## config.mk

```make
export PLATFORM = sky130hd
export DESIGN_NAME = multi_button_press_classifier
export DESIGN_NICKNAME = d
export VERILOG_FILES = /design/src/rtl/bpc_pkg.sv /design/src/rtl/bpc_cmp_unit.sv /design/src/rtl/bpc_out_stage.sv /design/src/rtl/multi_button_press_classifier.sv
export VERILOG_INCLUDE_DIRS = /design/src /design/src/rtl
export SDC_FILE = /design/constraint.sdc
export NUM_CORES = 1
export LEC_CHECK = 0
export ABC_CLOCK_PERIOD_IN_PS = 5800
export BUFFER_PORTS_ARGS = -buffer_cell sky130_fd_sc_hd__buf_4
export CAP_MARGIN = 20
export CORE_MARGIN = 8
export CORE_UTILIZATION = 25
export CTS_BUF_LIST = sky130_fd_sc_hd__clkbuf_8
export DETAILED_ROUTE_END_ITERATION = 7
export HOLD_SLACK_MARGIN = 0.06
export PLACE_DENSITY = 0.36
export SLEW_MARGIN = 20
export SYNTH_ARGS = -nofsm -noshare
export SYNTH_HDL_FRONTEND = slang
export SYNTH_SLANG_ARGS = --single-unit
```

## constraint.sdc

```tcl
create_clock -name clk -period 5.8 [get_ports clk]
set_clock_uncertainty 0.2 [all_clocks]
set_input_delay 0.87 -clock clk [delete_from_list [all_inputs] [get_ports clk]]
set_output_delay 0.87 -clock clk [all_outputs]
set_load 0.03 [all_outputs]
```

## src/rtl/multi_button_press_classifier_defines.svh

```systemverilog
// Assertion macros shared by the button press classifier RTL.
// Clock clk and active-high reset rst are assumed in the including module.
`ifndef MULTI_BUTTON_PRESS_CLASSIFIER_DEFINES_SVH
`define MULTI_BUTTON_PRESS_CLASSIFIER_DEFINES_SVH

`ifndef SYNTHESIS
// Antecedent implies consequent in the same cycle.
`define BPC_ASSERT_NOW(label, ante, cons) \
  label: assert property (@(posedge clk) disable iff (rst) (ante) |-> (cons)) \
    else $error("assertion failed");
// Antecedent implies consequent in the next cycle.
`define BPC_ASSERT_NEXT(label, ante, cons) \
  label: assert property (@(posedge clk) disable iff (rst) (ante) |=> (cons)) \
    else $error("assertion failed");
`else
`define BPC_ASSERT_NOW(label, ante, cons)
`define BPC_ASSERT_NEXT(label, ante, cons)
`endif

`endif

```

## src/rtl/bpc_pkg.sv

```systemverilog
// Types and constants for the button press classifier.
// No dependencies; used by every module of the block.
package bpc_pkg;

  localparam int NUM_BUTTONS_DEF = 4;
  localparam int MAX_RESULTS     = 4;
  localparam int PIN_BITS        = 4;
  localparam int MS_W            = 32;
  localparam int CFG_W           = 16;
  localparam int CFG_IDX_W       = 1;
  localparam int RES_CNT_W       = 3;
  localparam int BTN_W           = 2;

  localparam logic [CFG_W-1:0] DEBOUNCE_RESET = 16'd20;
  localparam logic [CFG_W-1:0] LONG_RESET     = 16'd2000;

  localparam logic [CFG_IDX_W-1:0] CFG_DEBOUNCE = 1'd0;
  localparam logic [CFG_IDX_W-1:0] CFG_LONG     = 1'd1;

  typedef enum logic [1:0] {
    OP_TICK = 2'd0,
    OP_EDGE = 2'd1,
    OP_POLL = 2'd2
  } op_t;

  typedef enum logic [1:0] {
    PH_IDLE    = 2'd0,
    PH_PRESSED = 2'd1,
    PH_HELD    = 2'd2
  } phase_t;

  typedef enum logic [1:0] {
    KIND_BOUNCE = 2'd0,
    KIND_SHORT  = 2'd1,
    KIND_LONG   = 2'd2
  } kind_t;

  typedef enum logic [1:0] {
    ST_IDLE  = 2'd0,
    ST_SCAN  = 2'd1,
    ST_FLUSH = 2'd2
  } state_t;

  typedef struct packed {
    logic             push;
    logic             flush;
    logic [BTN_W-1:0] button;
    kind_t            kind;
  } emit_cmd_t;

endpackage

```

## src/rtl/bpc_cmp_unit.sv

```systemverilog
// Shared elapsed-time unit: one wrapping subtract and two threshold compares.
// Depends on bpc_pkg.
module bpc_cmp_unit (
  input  logic [bpc_pkg::MS_W-1:0]  ms_now,
  input  logic [bpc_pkg::MS_W-1:0]  press_time,
  input  logic [bpc_pkg::CFG_W-1:0] debounce_ms,
  input  logic [bpc_pkg::CFG_W-1:0] long_press_ms,
  output logic                      ge_debounce,
  output bpc_pkg::kind_t            kind
);

  logic [bpc_pkg::MS_W-1:0] elapsed;
  logic                     upper_set;
  logic                     ge_long;

  assign elapsed     = ms_now - press_time;
  assign upper_set   = |elapsed[bpc_pkg::MS_W-1:bpc_pkg::CFG_W];
  assign ge_debounce = upper_set || (elapsed[bpc_pkg::CFG_W-1:0] >= debounce_ms);
  assign ge_long     = upper_set || (elapsed[bpc_pkg::CFG_W-1:0] >= long_press_ms);

  always_comb begin
    if (ge_long) begin
      kind = bpc_pkg::KIND_LONG;
    end else if (ge_debounce) begin
      kind = bpc_pkg::KIND_SHORT;
    end else begin
      kind = bpc_pkg::KIND_BOUNCE;
    end
  end

endmodule

```

## src/rtl/bpc_out_stage.sv

```systemverilog
// Result stage: one pending slot plus the output register, so tlast can be set
// on the final result of a poll. Depends on bpc_pkg and the assertion header.
`include "multi_button_press_classifier_defines.svh"

module bpc_out_stage (
  input  logic               clk,
  input  logic               rst,
  input  bpc_pkg::emit_cmd_t cmd,
  output logic               ready,
  output logic               m_tvalid,
  input  logic               m_tready,
  output logic [7:0]         m_tdata,  // [1:0] released_button, [7:2] zero
  output logic [1:0]         m_tuser,  // [1:0] press_kind
  output logic               m_tlast   // last
);

  logic                      pend_valid;
  logic [bpc_pkg::BTN_W-1:0] pend_button;
  bpc_pkg::kind_t            pend_kind;
  logic [bpc_pkg::BTN_W-1:0] out_button;
  bpc_pkg::kind_t            out_kind;
  logic                      out_free;
  logic                      load;

  assign out_free = !m_tvalid || m_tready;
  assign ready    = !pend_valid || out_free;
  assign load     = pend_valid && out_free && (cmd.push || cmd.flush);

  always_ff @(posedge clk) begin
    if (rst) begin
      pend_valid <= 1'b0;
      m_tvalid   <= 1'b0;
    end else begin
      if (cmd.push && ready) begin
        pend_valid <= 1'b1;
      end else if (cmd.flush && ready) begin
        pend_valid <= 1'b0;
      end
      if (load) begin
        m_tvalid <= 1'b1;
      end else if (m_tready) begin
        m_tvalid <= 1'b0;
      end
    end
  end

  always_ff @(posedge clk) begin
    if (cmd.push && ready) begin
      pend_button <= cmd.button;
      pend_kind   <= cmd.kind;
    end
    if (load) begin
      out_button <= pend_button;
      out_kind   <= pend_kind;
      m_tlast    <= cmd.flush;
    end
  end

  assign m_tdata = {6'b000000, out_button};
  assign m_tuser = out_kind;

  // flush empties the pending slot once the output side has room
  `BPC_ASSERT_NEXT(a_flush_drains, cmd.flush && ready, !pend_valid)
  // a pushed result always lands in the pending slot
  `BPC_ASSERT_NEXT(a_push_lands, cmd.push && ready, pend_valid)
  // a load always shows a valid result on the next cycle
  `BPC_ASSERT_NEXT(a_load_shows, load, m_tvalid)

endmodule

```

## src/rtl/multi_button_press_classifier.sv

```systemverilog
// Button press classifier top level: config registers, ms counter, sequencer.
// Depends on bpc_pkg, bpc_cmp_unit, bpc_out_stage and the assertion header.
//
//  Channel  Dir  tdata (low bit first)            tuser            Handshake
//  s_*      in   button[1:0] pin_levels[5:2]      operation[1:0]   tvalid/tready
//  m_*      out  released_button[1:0], tlast      press_kind[1:0]  tvalid/tready
//  cfg_*    in   cfg_index, cfg_data[15:0]        -                cfg_we
//
// A tick or an edge item is applied as it is accepted. A poll item is accepted,
// then each button goes in turn through the shared elapsed-time unit, and a
// last step marks the final result; no new item is accepted until the poll is done.
// A scan step that emits a result, and the final marking step, wait while the
// output side is stalled and the pending slot is full. rst is synchronous; it
// clears the counter, all button phases and the config to default values.
`include "multi_button_press_classifier_defines.svh"

module multi_button_press_classifier #(
  parameter int NUM_BUTTONS = bpc_pkg::NUM_BUTTONS_DEF
) (
  input  logic                          clk,
  input  logic                          rst,
  input  logic                          s_tvalid,
  output logic                          s_tready,
  input  logic [7:0]                    s_tdata,  // [1:0] button, [5:2] pin_levels, [7:6] 0
  input  logic [1:0]                    s_tuser,  // [1:0] operation
  output logic                          m_tvalid,
  input  logic                          m_tready,
  output logic [7:0]                    m_tdata,  // [1:0] released_button, [7:2] 0
  output logic [1:0]                    m_tuser,  // [1:0] press_kind
  output logic                          m_tlast,  // last
  input  logic                          cfg_we,
  input  logic [bpc_pkg::CFG_IDX_W-1:0] cfg_index,
  input  logic [bpc_pkg::CFG_W-1:0]     cfg_data
);

  localparam int IdxW = (NUM_BUTTONS > 1) ? $clog2(NUM_BUTTONS) : 1;

  bpc_pkg::state_t state, state_next;

  logic [bpc_pkg::CFG_W-1:0]     debounce_ms;
  logic [bpc_pkg::CFG_W-1:0]     long_press_ms;
  logic [bpc_pkg::MS_W-1:0]      ms_counter;
  bpc_pkg::phase_t               button_phase [NUM_BUTTONS];
  logic [bpc_pkg::MS_W-1:0]      press_time   [NUM_BUTTONS];
  logic [bpc_pkg::PIN_BITS-1:0]  pin_reg;
  logic [IdxW-1:0]               scan_idx;
  logic [bpc_pkg::RES_CNT_W-1:0] res_count;

  logic [1:0]                   in_op;
  logic [bpc_pkg::BTN_W-1:0]    in_button;
  logic [bpc_pkg::PIN_BITS-1:0] in_pins;
  logic                         in_accept;
  logic [IdxW-1:0]              edge_idx;
  logic                         edge_ok;

  logic [4:0]                   idx_wide;
  bpc_pkg::phase_t              cur_phase;
  logic                         cur_high;
  logic                         scan_last;
  logic                         ge_debounce;
  bpc_pkg::kind_t               cur_kind;
  logic                         emit;
  logic                         step_ok;
  logic                         stage_ready;
  bpc_pkg::emit_cmd_t           cmd;

  assign in_op     = s_tuser;
  assign in_button = s_tdata[1:0];
  assign in_pins   = s_tdata[5:2];
  assign in_accept = s_tvalid && s_tready;
  assign edge_idx  = IdxW'(in_button);
  assign edge_ok   = (int'(in_button) < NUM_BUTTONS) && (button_phase[edge_idx] == bpc_pkg::PH_IDLE);

  assign idx_wide  = 5'(scan_idx);
  assign cur_phase = button_phase[scan_idx];
  // buttons beyond the pin field read as pressed
  assign cur_high  = (idx_wide < 5'(bpc_pkg::PIN_BITS)) && pin_reg[idx_wide[1:0]];
  assign scan_last = (scan_idx == IdxW'(NUM_BUTTONS - 1));

  bpc_cmp_unit u_cmp (
    .ms_now        (ms_counter),
    .press_time    (press_time[scan_idx]),
    .debounce_ms   (debounce_ms),
    .long_press_ms (long_press_ms),
    .ge_debounce   (ge_debounce),
    .kind          (cur_kind)
  );

  bpc_out_stage u_out (
    .clk      (clk),
    .rst      (rst),
    .cmd      (cmd),
    .ready    (stage_ready),
    .m_tvalid (m_tvalid),
    .m_tready (m_tready),
    .m_tdata  (m_tdata),
    .m_tuser  (m_tuser),
    .m_tlast  (m_tlast)
  );

  // next state
  always_comb begin
    state_next = state;
    case (state)
      bpc_pkg::ST_IDLE: begin
        if (in_accept && (in_op == bpc_pkg::OP_POLL)) begin
          state_next = bpc_pkg::ST_SCAN;
        end
      end
      bpc_pkg::ST_SCAN: begin
        if (step_ok && scan_last) begin
          state_next = bpc_pkg::ST_FLUSH;
        end
      end
      bpc_pkg::ST_FLUSH: begin
        if (stage_ready) begin
          state_next = bpc_pkg::ST_IDLE;
        end
      end
      default: state_next = bpc_pkg::ST_IDLE;
    endcase
  end

  // outputs of the sequencer
  always_comb begin
    s_tready   = 1'b0;
    emit       = 1'b0;
    step_ok    = 1'b0;
    cmd        = '0;
    cmd.button = bpc_pkg::BTN_W'(idx_wide);
    cmd.kind   = cur_kind;
    case (state)
      bpc_pkg::ST_IDLE: s_tready = 1'b1;
      bpc_pkg::ST_SCAN: begin
        emit     = (cur_phase == bpc_pkg::PH_HELD) && cur_high &&
                   (res_count < bpc_pkg::RES_CNT_W'(bpc_pkg::MAX_RESULTS));
        step_ok  = !emit || stage_ready;
        cmd.push = emit && stage_ready;
      end
      bpc_pkg::ST_FLUSH: cmd.flush = 1'b1;
      default: s_tready = 1'b0;
    endcase
  end

  always_ff @(posedge clk) begin
    if (rst) begin
      state         <= bpc_pkg::ST_IDLE;
      debounce_ms   <= bpc_pkg::DEBOUNCE_RESET;
      long_press_ms <= bpc_pkg::LONG_RESET;
      ms_counter    <= '0;
      scan_idx      <= '0;
      res_count     <= '0;
      for (int i = 0; i < NUM_BUTTONS; i++) begin
        button_phase[i] <= bpc_pkg::PH_IDLE;
      end
    end else begin
      state <= state_next;
      if (cfg_we) begin
        case (cfg_index)
          bpc_pkg::CFG_DEBOUNCE: debounce_ms   <= cfg_data;
          bpc_pkg::CFG_LONG:     long_press_ms <= cfg_data;
          default: ;
        endcase
      end
      if (in_accept) begin
        case (in_op)
          bpc_pkg::OP_TICK: ms_counter <= ms_counter + bpc_pkg::MS_W'(1);
          bpc_pkg::OP_EDGE: begin
            if (edge_ok) begin
              button_phase[edge_idx] <= bpc_pkg::PH_PRESSED;
            end
          end
          bpc_pkg::OP_POLL: begin
            scan_idx  <= '0;
            res_count <= '0;
          end
          default: ;
        endcase
      end
      if ((state == bpc_pkg::ST_SCAN) && step_ok) begin
        scan_idx <= scan_idx + IdxW'(1);
        case (cur_phase)
          bpc_pkg::PH_IDLE: ;
          bpc_pkg::PH_PRESSED: begin
            if (ge_debounce) begin
              button_phase[scan_idx] <= cur_high ? bpc_pkg::PH_IDLE : bpc_pkg::PH_HELD;
            end
          end
          bpc_pkg::PH_HELD: begin
            if (emit) begin
              button_phase[scan_idx] <= bpc_pkg::PH_IDLE;
              res_count              <= res_count + bpc_pkg::RES_CNT_W'(1);
            end
          end
          default: button_phase[scan_idx] <= bpc_pkg::PH_IDLE;
        endcase
      end
    end
  end

  // record press time and sample pins
  always_ff @(posedge clk) begin
    if (in_accept && (in_op == bpc_pkg::OP_EDGE) && edge_ok) begin
      press_time[edge_idx] <= ms_counter;
    end
    if (in_accept && (in_op == bpc_pkg::OP_POLL)) begin
      pin_reg <= in_pins;
    end
  end

  `BPC_ASSERT_NEXT(a_poll_starts_scan, in_accept && (in_op == bpc_pkg::OP_POLL),
                   (state == bpc_pkg::ST_SCAN) && (scan_idx == '0) && (res_count == '0))
  `BPC_ASSERT_NEXT(a_ms_holds, !(in_accept && (in_op == bpc_pkg::OP_TICK)), $stable(ms_counter))
  `BPC_ASSERT_NOW(a_res_limit, 1'b1,
                  res_count <= bpc_pkg::RES_CNT_W'(bpc_pkg::MAX_RESULTS))
  `BPC_ASSERT_NEXT(a_scan_ends, (state == bpc_pkg::ST_SCAN) && step_ok && scan_last,
                   state == bpc_pkg::ST_FLUSH)

endmodule

```

# [After elaboration in Yosys (flattened, before gate mapping)]
# Memories as Yosys holds them, arrays and structs flattened. A register that Yosys moved wholly into a read port is not among the register bits.
# Cells that the tools add are included.
# Widths: inputs -> output; s select.
[totals] regBits=86 mem_bits_rw=136 inputBits=32 output_inout_bits=13 wordCells=138 n_memories=2
[mem_list] memory="press_time" words=4 word_bits=32 rd=1 rd_clocked_by_memory_dff=1 write_ports=1 line="multi_button_press_classifier.sv:44" source="logic [bpc_pkg::MS_W-1:0] press_time [NUM_BUTTONS];"
[mem_list] memory="button_phase" words=4 word_bits=2 rd=2 rd_clocked_by_memory_dff=1 write_ports=4 line="multi_button_press_classifier.sv:43" source="bpc_pkg::phase_t button_phase [NUM_BUTTONS];"
[op_classes] addsub=4 magnitude_cmp=5 n_eq_ne=10 muxes=60 bitwise_logic=3 reduce_logical=40
[ops] op="$mux 1" n=36
[ops] op="$mux 2" n=17
[ops] op="$add 32x1->32 const B" n=1
[ops] op="$ge 16x16->1" n=2
[ops] op="$sub 32x32->32" n=1
[ops] op="$reduce_or 16->1" n=1
[ops] op="$mux 3" n=5
[ops] op="$logic_and 1x1->1" n=14
[ops] op="$eq 2x2->1 const B" n=4
[ops] op="$logic_not 2->1" n=4
[ops] op="$reduce_and 2->1" n=4
[ops] op="$reduce_bool 2->1" n=4
[ops] op="$eq 2x1->1 const B" n=3
[ops] op="$logic_or 1x1->1" n=6
[ops] op="$lt 2x3->1 const B" n=2
[ops] op="$ne 2x2->1 const B" n=3
[ops] op="$pmux 2 s3" n=1
[ops] op="$reduce_or 2->1" n=2
[ops] op="$add 3x1->3 const B" n=1
[ops] op="$logic_not 1->1" n=3
[ops] op="$lt 3x3->1 const B" n=1
[ops] op="$reduce_and 3->1" n=1
[ops] op="$reduce_or 3->1" n=1
[ops] op="$add 2x1->2 const B" n=1
[ops] op="3 further kinds" n=4

# [Longest topological paths before layout]
# Gate-level depths: netlist (run 1).
[depth] word_depth=16 depth_mapped=21 depth_no_buf=19

# [Modules after synthesis]
# A second synthesis (run 1) with hierarchy kept.
[unflattened] hier_cells=1071 hier_area_um2=11740.0
[modules_own_cells] mod="multi_button_press_classifier" instances=1 cells_per_inst=613 area_per_inst_um2=8440.6 seq_area_each_um2=5665.4
[modules_own_cells] mod="bpc_cmp_unit" instances=1 cells_per_inst=430 area_per_inst_um2=2874.0 seq_area_each_um2=0.0
[modules_own_cells] mod="bpc_out_stage" instances=1 cells_per_inst=28 area_per_inst_um2=425.4 seq_area_each_um2=310.3

# [Least setup slack after synthesis (run 1)]
# OpenSTA, ideal clock, no wires.
[synth_timing] path_kind="reg2reg" startpoint="register with a tool-made name" endpoint="memory button_phase[1][0] in the netlist's numbering, enable pin" setup_ns=0.255 arrival_time_ns=4.692 t_required_ns=5.345 path_slack_ns=0.653 path_stages_with_launch=21 path_buffers=3 synth_period_minus_slack_ns=5.147 path_cell_list="dfxtp_1 buf_2 buf_1 mux4_2 inv_1 ha_1 buf_6 a21o_1 a31o_1 a221oi_2 nand2_1 xor2_1 ha_1 a21o_1 a21o_1 a21oi_1 o21ai_0 a21oi_1 and4bb_1 nand4_4 a311o_1"
[synth_rtl] item="end: declaration" line="multi_button_press_classifier.sv:43"

==> flow_metrics.env, run 1 <==
export IMPL_clockBufferDepth=3
export IMPL_cts_repair_resized=0
export IMPL_final_common_cell="edfxtp_1"
export IMPL_synth_cells=1030
export IMPL_grt_pass1_wl_mm=46.9
export IMPL_antenna_found_initial=0
export IMPL_final_cell_mix="149 x edfxtp_1, 113 x nand2_1, 94 x inv_1"
export IMPL_drtPass1Iterations=4
export IMPL_cp_max_fo=11
export IMPL_maxCapViolCount=0
export IMPL_nNetsFinal=1182
export IMPL_fill_cells=4756
export IMPL_synth_top_cell_area_share=0.390
export IMPL_numPortBuffers=36
export IMPL_area_delta_synth_final_pct=15.0
export IMPL_grt_usage=0.113
export IMPL_grt_overflow=0
export IMPL_synth_edf_count=149
export IMPL_die_h_um=230
export IMPL_p_leak_nw=4.75
export IMPL_largest_registers="press_time: 128 flops, ms_counter: 32 flops"
export IMPL_ir_drop_uv=118
export IMPL_ys_seq_elements=224
export IMPL_gp_congestion=0.769
export IMPL_tightest_slew_ns=0.893
export IMPL_critPathLaunchType="flip-flop"
export IMPL_slew_headroom=0.402
export IMPL_cts_buffers_inserted=41
export IMPL_synth_area_leader_cell="edfxtp_1"
export IMPL_cts_setup_buffers=0
export IMPL_final_max_slew_viol_count=0
export IMPL_fmax_mhz=187
export IMPL_status="finished, final reports clean"
export IMPL_powerDensity_nw_per_um2=251
export IMPL_rows=78
export IMPL_vias=7895
export IMPL_routedWlPerCell_um=17.6
export IMPL_worstPathRequired_ns=5.92
export IMPL_async_flop_share=0
export IMPL_hold_class="flip-flop to flip-flop"
export IMPL_drc=0
export IMPL_cpMostUsedCell="a21oi_1"
export IMPL_dieArea_um2=53000
export IMPL_fin_crit_sh=0.924
export IMPL_hold_viol_final=0
export IMPL_die_width_um=230
export IMPL_arrival_ns=5.48
export IMPL_drive_gt1_frac=0.144
export IMPL_cts_sinks=224
export IMPL_avgSynthCellArea_um2=11.1
export IMPL_max_stage_delay_ns=0.51
export IMPL_clkSlewWorstSetupHoldPaths_ns=0.06
export IMPL_cts_hold_buf=0
export IMPL_start_util=0.253
export IMPL_grt_max_degree=48
export IMPL_netlist_area_um2=11500
export IMPL_yosys_warnings=0
export IMPL_tritoncts="yes"
export IMPL_diodes=0
export IMPL_fp_coreArea_um2=45400
export IMPL_largest_reg_flops=128
export IMPL_ioPinCount=45
export IMPL_synth_ff_type="edfxtp_1"
export IMPL_wl_mm=30.2
export IMPL_worstSkewPairLatency_ns=0.59
export IMPL_cp_slowest_cell="mux4_2"
export IMPL_synthDistinctLibCells=78
export IMPL_crit_chain="buf_12, mux4_2, inv_1, ha_1, a21oi_1, o21ai_0, a221oi_2, nand2_1, xor2_1, ha_1, a21o_1, a21o_1, a21oi_1, o21ai_0, a21oi_1, and4bb_1, nand4_4, a311o_1"
export IMPL_first_global_vias=8058
export IMPL_worstSetupPathType="flip-flop to flip-flop"
export IMPL_viasPerCell=4.60
export IMPL_regMostFlops="press_time"
export IMPL_cp_end_kind="flip-flop"
export IMPL_drt_iter0_markers=392
export IMPL_yosysSeqAreaShare=0.521
export IMPL_synthTopCellsByArea="edfxtp_1 39%, dfxtp_1 13%, ha_1 7.2%"
export IMPL_dp_hpwl_mm=21.2
export IMPL_setup_viol=0
export IMPL_tns_ns=0
export IMPL_power_mw=3.31
export IMPL_ant_nets=0
export IMPL_period_minus_slack_ns=5.36
export IMPL_rsz0062_at_grt="false"
export IMPL_htree_levels=2
export IMPL_cts_root_buf="clkbuf_8"
kinds of logic after synthesis:
group | Yosys count | share of synthesized area
simple gates | 317 | 0.132
other cells | 1 | 0.000327
mux | 39 | 0.0722
compound gates | 210 | 0.121
xor+xnor | 46 | 0.0351
fa+ha+maj | 67 | 0.0737
buf+inv | 126 | 0.0453
flops | 224 | 0.521
cells in the mapped netlist, drive strengths merged (3+ instances only):
| cell | number |
|---|---|
| edfxtp | 149 |
| nand2 | 114 |
| a21oi | 89 |
| inv | 79 |
| dfxtp | 75 |
| nor2 | 71 |
| ha | 66 |
| mux4 | 35 |
| o21ai | 31 |
| nand3 | 30 |
| xor2 | 28 |
| buf | 25 |
| clkbuf | 22 |
| nand4 | 21 |
| xnor2 | 18 |
| nor3 | 16 |
| a21o | 15 |
| and3 | 14 |
| o211ai | 13 |
| o21a | 10 |
| or3 | 10 |
| and2 | 9 |
| nand2b | 8 |
| nor2b | 7 |
| a2111oi | 5 |
| a211oi | 5 |
| a31oi | 5 |
| a31o | 4 |
| and4 | 4 |
| mux2i | 4 |
| nor4 | 4 |
| o21bai | 4 |
| a211o | 3 |
| a311o | 3 |
| o2111ai | 3 |
worst max-delay path, delay by kind of cell (launching register included):
kind,cells,cell delay (ns)
AO/OA/AOI/OAI,9,2.05
flip-flops,1,0.48
adder cells (fa/ha/maj),2,0.60
AND/OR/NAND/NOR,3,0.64
multiplexers,1,0.51
XOR/XNOR,1,0.32
buffers and inverters,2,0.28
power breakdown:
group / total [mW] / switching (mW) / internal (mW)
clock network: 1.40 / 0.666 / 0.731
logic: 0.191 / 0.115 / 0.0753
registers: 1.73 / 0.0128 / 1.71
total: 3.31 / 0.794 / 2.52
layout make-up:
type,instances,area (um2),area share
clock buffers,43,592,0.0448
clock inverters,32,161,0.0122
inverters,79,297,0.0225
multi-input cells,685,5020,0.380
flip-flops and latches,224,5980,0.453
well taps,600,751,0.0569
repair buffers,52,403,0.0305
routing by layer:
metal	up-vias	track usage	wire length, um	part of all wire
met5	-	0	0	0
met4	0	0.0386	799	0.026
met3	46	0.0247	1050	0.035
met2	107	0.173	13200	0.44
met1	3857	0.154	15100	0.50
li1	3885	-	-	-
path summary, 6_finish.rpt:
| kind | from | end | slack (ns) | cells after the start |
|---|---|---|---|---|
| min | u_out.pend_button[1] | u_out.out_button[1] | 0.22 | 0 |
| max | flip-flop | button_phase[1][0] | 0.44 | 18 |
| max reg2reg | flip-flop | button_phase[1][0] | 0.44 | 18 |
| min reg2reg | u_out.pend_button[1] | u_out.out_button[1] | 0.22 | 0 |
metrics by stage:
| stage | util | instance area [um2] | setup slack [ns] | std cells | hold WS (ns) |
|---|---|---|---|---|---|
| detailed placement | 0.274 | 12400 | 0.453 | 1640 | 0.208 |
| global placement | 0.274 | 12400 | 0.464 | 1640 | 0.208 |
| finish | 0.291 | 13200 | 0.442 | 1715 | 0.222 |
| global route | 0.291 | 13200 | 0.131 | 1715 | 0.216 |
| floorplan | - | 11500 | 0.653 | 1035 | 0.200 |
| CTS | 0.291 | 13200 | 0.388 | 1715 | 0.194 |
No activity file was read; power rests on OpenSTA's default activity.
==> run 2: changes to the inputs <==
--- a/config.mk
+++ b/config.mk
@@ -9,13 +9,13 @@
 export ABC_CLOCK_PERIOD_IN_PS = 5800
 export BUFFER_PORTS_ARGS = -buffer_cell sky130_fd_sc_hd__buf_4
 export CAP_MARGIN = 20
+export CORE_ASPECT_RATIO = 1.1
 export CORE_MARGIN = 8
 export CORE_UTILIZATION = 25
 export CTS_BUF_LIST = sky130_fd_sc_hd__clkbuf_8
 export DETAILED_ROUTE_END_ITERATION = 7
 export HOLD_SLACK_MARGIN = 0.06
 export PLACE_DENSITY = 0.36
-export SLEW_MARGIN = 20
 export SYNTH_ARGS = -nofsm -noshare
 export SYNTH_HDL_FRONTEND = slang
 export SYNTH_SLANG_ARGS = --single-unit
==> constraint.sdc (replaced) <==
create_clock -name clk -period 5.8 [get_ports clk]
set_clock_uncertainty 0.2 [all_clocks]
set_input_delay 0.87 -clock clk [delete_from_list [all_inputs] [get_ports clk]]
set_output_delay 0.87 -clock clk [all_outputs]
set_load 0.1 [all_outputs]
==> run 2 against run 1 <==
Non-clock buffer count decreased by 2. Setup slack got worse by 0.14 ns. Via count is 0.89% higher. Global-route usage increased by 0.78 points. Cell area is 1.1% higher. Clock power up 19%. Maximum frequency is 2.5% lower. Sequential share of layout area is 0.50 points lower. Critical path type unchanged. Critical endpoint is now button_phase[2][0]. Largest cell class unchanged.
==> flow_metrics.env, run 2 (same netlist as run 1, synthesis figures left out) <==
export IMPL_fin_area_um2=13300
export IMPL_worstSkewPairLatency_ns=0.59
export IMPL_powerDensity_nw_per_um2=270
export IMPL_drc=0
export IMPL_critPathLaunchType="flip-flop"
export IMPL_clockBufferDepth=3
export IMPL_place_ws_ns=0.271
export IMPL_cts_setup_buffers=0
export IMPL_numPortBuffers=36
export IMPL_largest_reg_flops=128
export IMPL_regMostFlops="press_time"
export IMPL_viasPerCell=4.67
export IMPL_power_mw=3.60
export IMPL_drive_gt1_frac=0.151
export IMPL_cp_max_fo=9
export IMPL_cts_buffers_inserted=44
export IMPL_finalNonFillerCells=1707
export IMPL_final_cell_mix="149 x edfxtp_1, 113 x nand2_1, 96 x inv_1"
export IMPL_routedWlPerCell_um=18.3
export IMPL_drt_iter0_markers=387
export IMPL_fmax_mhz=182
export IMPL_vias=7965
export IMPL_hold_class="flip-flop to flip-flop"
export IMPL_die_width_um=220
export IMPL_dieArea_um2=53000
export IMPL_maxCapViolCount=0
export IMPL_final_common_cell="edfxtp_1"
export IMPL_cts_sinks=224
export IMPL_p_leak_nw=4.84
export IMPL_ant_nets=0
export IMPL_dp_hpwl_mm=21.3
export IMPL_die_h_um=241
export IMPL_grt_overflow=0
export IMPL_drtPass1Iterations=4
export IMPL_placed_cells=1626
export IMPL_htree_levels=2
export IMPL_hold_viol_final=0
export IMPL_period_minus_slack_ns=5.50
export IMPL_rsz0062_at_grt="false"
export IMPL_clkSlewWorstSetupHoldPaths_ns=0.06
export IMPL_arrival_ns=5.64
export IMPL_tritoncts="yes"
export IMPL_gp_congestion=0.781
export IMPL_slew_headroom=0.361
export IMPL_fp_coreArea_um2=45500
export IMPL_final_max_slew_viol_count=0
export IMPL_wl_mm=31.3
export IMPL_ir_drop_uv=111
export IMPL_setup_slack_ns=0.302
export IMPL_worstSetupPathType="flip-flop to flip-flop"
export IMPL_tightest_slew_ns=0.954
export IMPL_cp_end_kind="flip-flop"
export IMPL_grt_pass1_wl_mm=48.7
export IMPL_fin_util=0.294
export IMPL_area_delta_synth_final_pct=16.3
export IMPL_grt_usage=0.120
export IMPL_holdWs_ns=0.231
export IMPL_fin_crit_sh=0.948
export IMPL_antenna_found_initial=1
export IMPL_tns_ns=0
export IMPL_status="finished, final reports clean"
export IMPL_place_area_um2=12400
export IMPL_ioPinCount=45
export IMPL_rows=82
export IMPL_start_util=0.252
export IMPL_grt_max_degree=71
export IMPL_largest_registers="press_time: 128 flops, ms_counter: 32 flops"
export IMPL_nNetsFinal=1183
export IMPL_setup_viol=0
export IMPL_cts_root_buf="clkbuf_8"
export IMPL_worstPathRequired_ns=5.94
export IMPL_first_global_vias=8163
export IMPL_rrSetupSlack_ns=0.30
export IMPL_cts_repair_resized=0
export IMPL_cts_hold_buf=0
## run 2: cell types whose count changed in the layout (fill, tap and decap cells not counted)
cell        before  now
inv_1           94   96
buf_4           51   49
clkbuf_8        43   51
diode_2          0    1
clkinvlp_4       2    1
bufinv_16        1    4
clkinv_1         8    1
## run 2: final timing paths
| check | start | to | depth (start not counted) |
|---|---|---|---|
| setup / recovery | flip-flop | button_phase[2][0] | 17 |
| hold / removal | u_out.pend_button[1] | u_out.out_button[1] | 0 |
| setup reg to reg | flip-flop | button_phase[2][0] | 17 |
| hold reg to reg | u_out.pend_button[1] | u_out.out_button[1] | 0 |
## run 2: cell type report
type	instances	area, um2
Sequential cell	224	5980
Antenna cell	1	2.50
Inverter	79	297
Clock buffer	51	702
Fill cell	4689	32100
Clock inverter	29	225
Timing Repair Buffer	50	388
Multi-Input combinational cell	685	5020
Tap cell	588	736
## run 2: worst max-delay path, cell delays in order, from the launching register on
cell and delay, ns:
dfxtp_2 0.61, mux4_2 0.57, ha_1 0.23, fa_1 0.41
nor2b_1 0.18, o2111ai_1 0.22, a21oi_1 0.42, o21bai_1 0.13
nand2_1 0.11, xor2_1 0.24, ha_1 0.30, a21o_1 0.16
a21oi_1 0.13, o21ai_0 0.10, a21oi_1 0.34, and4bb_1 0.31
nand4_4 0.17, a221o_1 0.40
## run 2: metal layers
metal,wire [um],GRT usage,part of all wire
met1,14500,0.153,0.46
met2,14900,0.200,0.48
met3,1040,0.0217,0.033
met4,816,0.0480,0.026
met5,0,0,0
## run 2: power by group
part / leakage (nW) / internal [mW] / switching [mW]
registers: 1.75 / 1.71 / 0.0149
clock network: 0.539 / 0.978 / 0.694
logic: 2.55 / 0.0728 / 0.125
==> run 3: changes to the inputs <==
--- a/config.mk
+++ b/config.mk
@@ -6,7 +6,7 @@
 export SDC_FILE = /design/constraint.sdc
 export NUM_CORES = 1
 export LEC_CHECK = 0
-export ABC_CLOCK_PERIOD_IN_PS = 5800
+export ABC_CLOCK_PERIOD_IN_PS = 7100
 export BUFFER_PORTS_ARGS = -buffer_cell sky130_fd_sc_hd__buf_4
 export CAP_MARGIN = 20
 export CORE_ASPECT_RATIO = 1.1
@@ -15,7 +15,9 @@
 export CTS_BUF_LIST = sky130_fd_sc_hd__clkbuf_8
 export DETAILED_ROUTE_END_ITERATION = 7
 export HOLD_SLACK_MARGIN = 0.06
+export MAX_ROUTING_LAYER = met4
 export PLACE_DENSITY = 0.36
 export SYNTH_ARGS = -nofsm -noshare
 export SYNTH_HDL_FRONTEND = slang
+export SYNTH_HIERARCHICAL = 1
 export SYNTH_SLANG_ARGS = --single-unit
==> constraint.sdc (replaced) <==
create_clock -name clk -period 7.1 [get_ports clk]
set_clock_uncertainty 0.2 [all_clocks]
set_input_delay 1.065 -clock clk [delete_from_list [all_inputs] [get_ports clk]]
set_output_delay 1.065 -clock clk [all_outputs]
set_load 0.1 [all_outputs]
==> run 3 against run 2 <==
Synthesized cell count up 4.0%. Register-to-register slack better by 0.85 ns. Largest power group unchanged. Utilization down 0.22 points. Critical path depth up 2. Cell count up 2.0%. Maximum frequency down 7.5%. Largest cell class unchanged.
==> flow_metrics.env, run 3 <==
export IMPL_fmax_mhz=168
export IMPL_p_leak_nw=5.12
export IMPL_tritoncts="yes"
export IMPL_synth_compound_area_share=0.128
export IMPL_grt_usage=0.116
export IMPL_gp_congestion=0.800
export IMPL_synth_fa_ha_area_frac=0.0720
export IMPL_drt_iter0_markers=475
export IMPL_slew_headroom=0.290
export IMPL_dp_hpwl_mm=20.9
export IMPL_worstPathRequired_ns=7.20
export IMPL_clkSlewWorstSetupHoldPaths_ns=0.06
export IMPL_avgSynthCellArea_um2=11.0
export IMPL_hold_path_startpoint="u_out/pend_button[0]"
export IMPL_cts_buffers_inserted=43
export IMPL_fin_area_um2=13600
export IMPL_die_width_um=223
export IMPL_largest_reg_flops=128
export IMPL_synth_top_cell_area_share=0.381
export IMPL_routedWlPerCell_um=17.8
export IMPL_hold_viol_final=0
export IMPL_regMostFlops="press_time"
export IMPL_maxCapViolCount=0
export IMPL_hold_class="flip-flop to flip-flop"
export IMPL_vias=8264
export IMPL_synth_ff_type="edfxtp_1"
export IMPL_ys_seq_elements=224
export IMPL_final_common_cell="edfxtp_1"
export IMPL_yosysMostFrequentCell="edfxtp_1"
export IMPL_worstSkewPairLatency_ns=0.57
export IMPL_grt_overflow=0
export IMPL_synthMuxAreaShare=0.0717
export IMPL_netlist_area_um2=11700
export IMPL_arrival_ns=6.04
export IMPL_synth_cells=1071
export IMPL_synthSimpleGateAreaFrac=0.148
export IMPL_first_global_vias=8448
export IMPL_htree_levels=2
export IMPL_viasPerCell=4.75
export IMPL_period_minus_slack_ns=5.94
export IMPL_cp_slowest_cell="dfxtp_2"
export IMPL_ir_drop_uv=102
export IMPL_largest_registers="press_time: 128 flops, ms_counter: 32 flops"
export IMPL_crit_chain="mux4_2, ha_1, fa_1, and2b_4, o2111ai_4, a211oi_2, o21a_2, nor2_1, xnor2_1, ha_1, a21o_1, a21oi_1, o21ai_0, a21oi_1, nand2b_1, or4_1, nand2_1, o22ai_1, a32o_1"
export IMPL_status="finished, final reports clean"
export IMPL_cp_end_kind="flip-flop"
export IMPL_synthDistinctLibCells=84
export IMPL_wl_mm=31.0
export IMPL_max_stage_delay_ns=0.60
export IMPL_synth_xor_area_frac=0.0231
export IMPL_cts_sinks=224
export IMPL_yosys_warnings=6
export IMPL_async_flop_share=0
export IMPL_drive_gt1_frac=0.155
export IMPL_synth_edf_count=149
export IMPL_tns_ns=0
export IMPL_cts_root_buf="clkbuf_8"
export IMPL_fin_crit_sh=0.837
export IMPL_ant_nets=0
export IMPL_cp_max_fo=11
export IMPL_synthTopCellsByCount="149 x edfxtp_1, 118 x nand2_1, 94 x a21oi_1"
export IMPL_tightest_slew_ns=1.06
export IMPL_area_delta_synth_final_pct=15.5
export IMPL_setup_viol=0
export IMPL_synthTopCellsByArea="edfxtp_1 38%, dfxtp_1 13%, ha_1 7.0%"
export IMPL_antenna_found_initial=1
export IMPL_synth_top_family_by_area="simple AND/OR/NAND/NOR gates"
export IMPL_grt_pass1_wl_mm=48.9
export IMPL_clockBufferDepth=3
export IMPL_cts_repair_resized=0
export IMPL_drtPass1Iterations=5
export IMPL_worstSetupPathType="flip-flop to flip-flop"
export IMPL_rows=83
export IMPL_nNetsFinal=1211
export IMPL_yosysSeqAreaShare=0.509
export IMPL_critPathLaunchType="flip-flop"
export IMPL_grt_max_degree=74
export IMPL_die_h_um=243
export IMPL_drc=0
export IMPL_rsz0062_at_grt="false"
export IMPL_cts_setup_buffers=0
export IMPL_cts_hold_buf=0
export IMPL_ioPinCount=45
export IMPL_place_area_um2=12600
export IMPL_fp_coreArea_um2=46500
export IMPL_final_max_slew_viol_count=0
export IMPL_powerDensity_nw_per_um2=222
export IMPL_numPortBuffers=36
export IMPL_synth_area_leader_cell="edfxtp_1"
export IMPL_dieArea_um2=54200
export IMPL_final_cell_mix="149 x edfxtp_1, 118 x nand2_1, 95 x inv_1"
export IMPL_start_util=0.252
[run 3: layout make-up]
cell class                 count  area [um2]
clock buffer                  50         688
antenna                        1        2.50
timing repair buffer          45         350
clock inverter                28         245
sequential                   224        5980
multi-input combinational    714        5230
tap                          595         744
fill                        4835       33000
inverter                      84         315
[run 3: kinds of logic (layout without fill, tap and decap cells)]
family	count (synthesis)	after routing
simple gates	340	340
compound gates	230	230
flops	224	224
buf+inv	138	207
fa+ha+maj	67	67
mux	40	40
xor+xnor	31	31
other cells	1	7
[run 3: worst paths after layout]
check / to / slack [ns] / depth (start not counted)
worst max-delay path: button_phase[3][1] / 1.16 / 19
worst min-delay path: u_out/out_button[0] / 0.22 / 0
worst max register to register: button_phase[3][1] / 1.16 / 19
worst min register to register: u_out/out_button[0] / 0.22 / 0
[run 3: layer usage]
| layer | GRT usage | wire length (um) |
|---|---|---|
| met5 | - | 0 |
| met4 | 0.0366 | 792 |
| met3 | 0.0203 | 1070 |
| met2 | 0.189 | 14600 |
| met1 | 0.146 | 14600 |
[run 3: critical path: cells and delay by family, from the launching register on]
family | cells | cell delay (ns)
compound gates | 9 | 1.88
simple gates | 5 | 1.16
fa+ha+maj | 3 | 0.96
flops | 1 | 0.60
mux | 1 | 0.56
xor+xnor | 1 | 0.32
[run 3: per-stage QoR]
step | cells | hold slack [ns] | setup slack (ns) | power (mW) | util
after floorplan | 1076 | 0.200 | 2.10 | 1.58 | -
after global placement | 1661 | 0.220 | 1.06 | 1.64 | 0.271
after detailed placement | 1662 | 0.207 | 1.09 | 1.65 | 0.271
after CTS | 1740 | 0.221 | 1.05 | 3.08 | 0.291
after global routing | 1741 | 0.226 | 0.795 | 3.15 | 0.291
final | 1741 | 0.218 | 1.16 | 3.01 | 0.291
[run 3: where the power goes]
group	internal (mW)	switching, mW	total (mW)
Clock	0.823	0.577	1.40
Combinational	0.0764	0.124	0.200
Sequential	1.40	0.0143	1.41
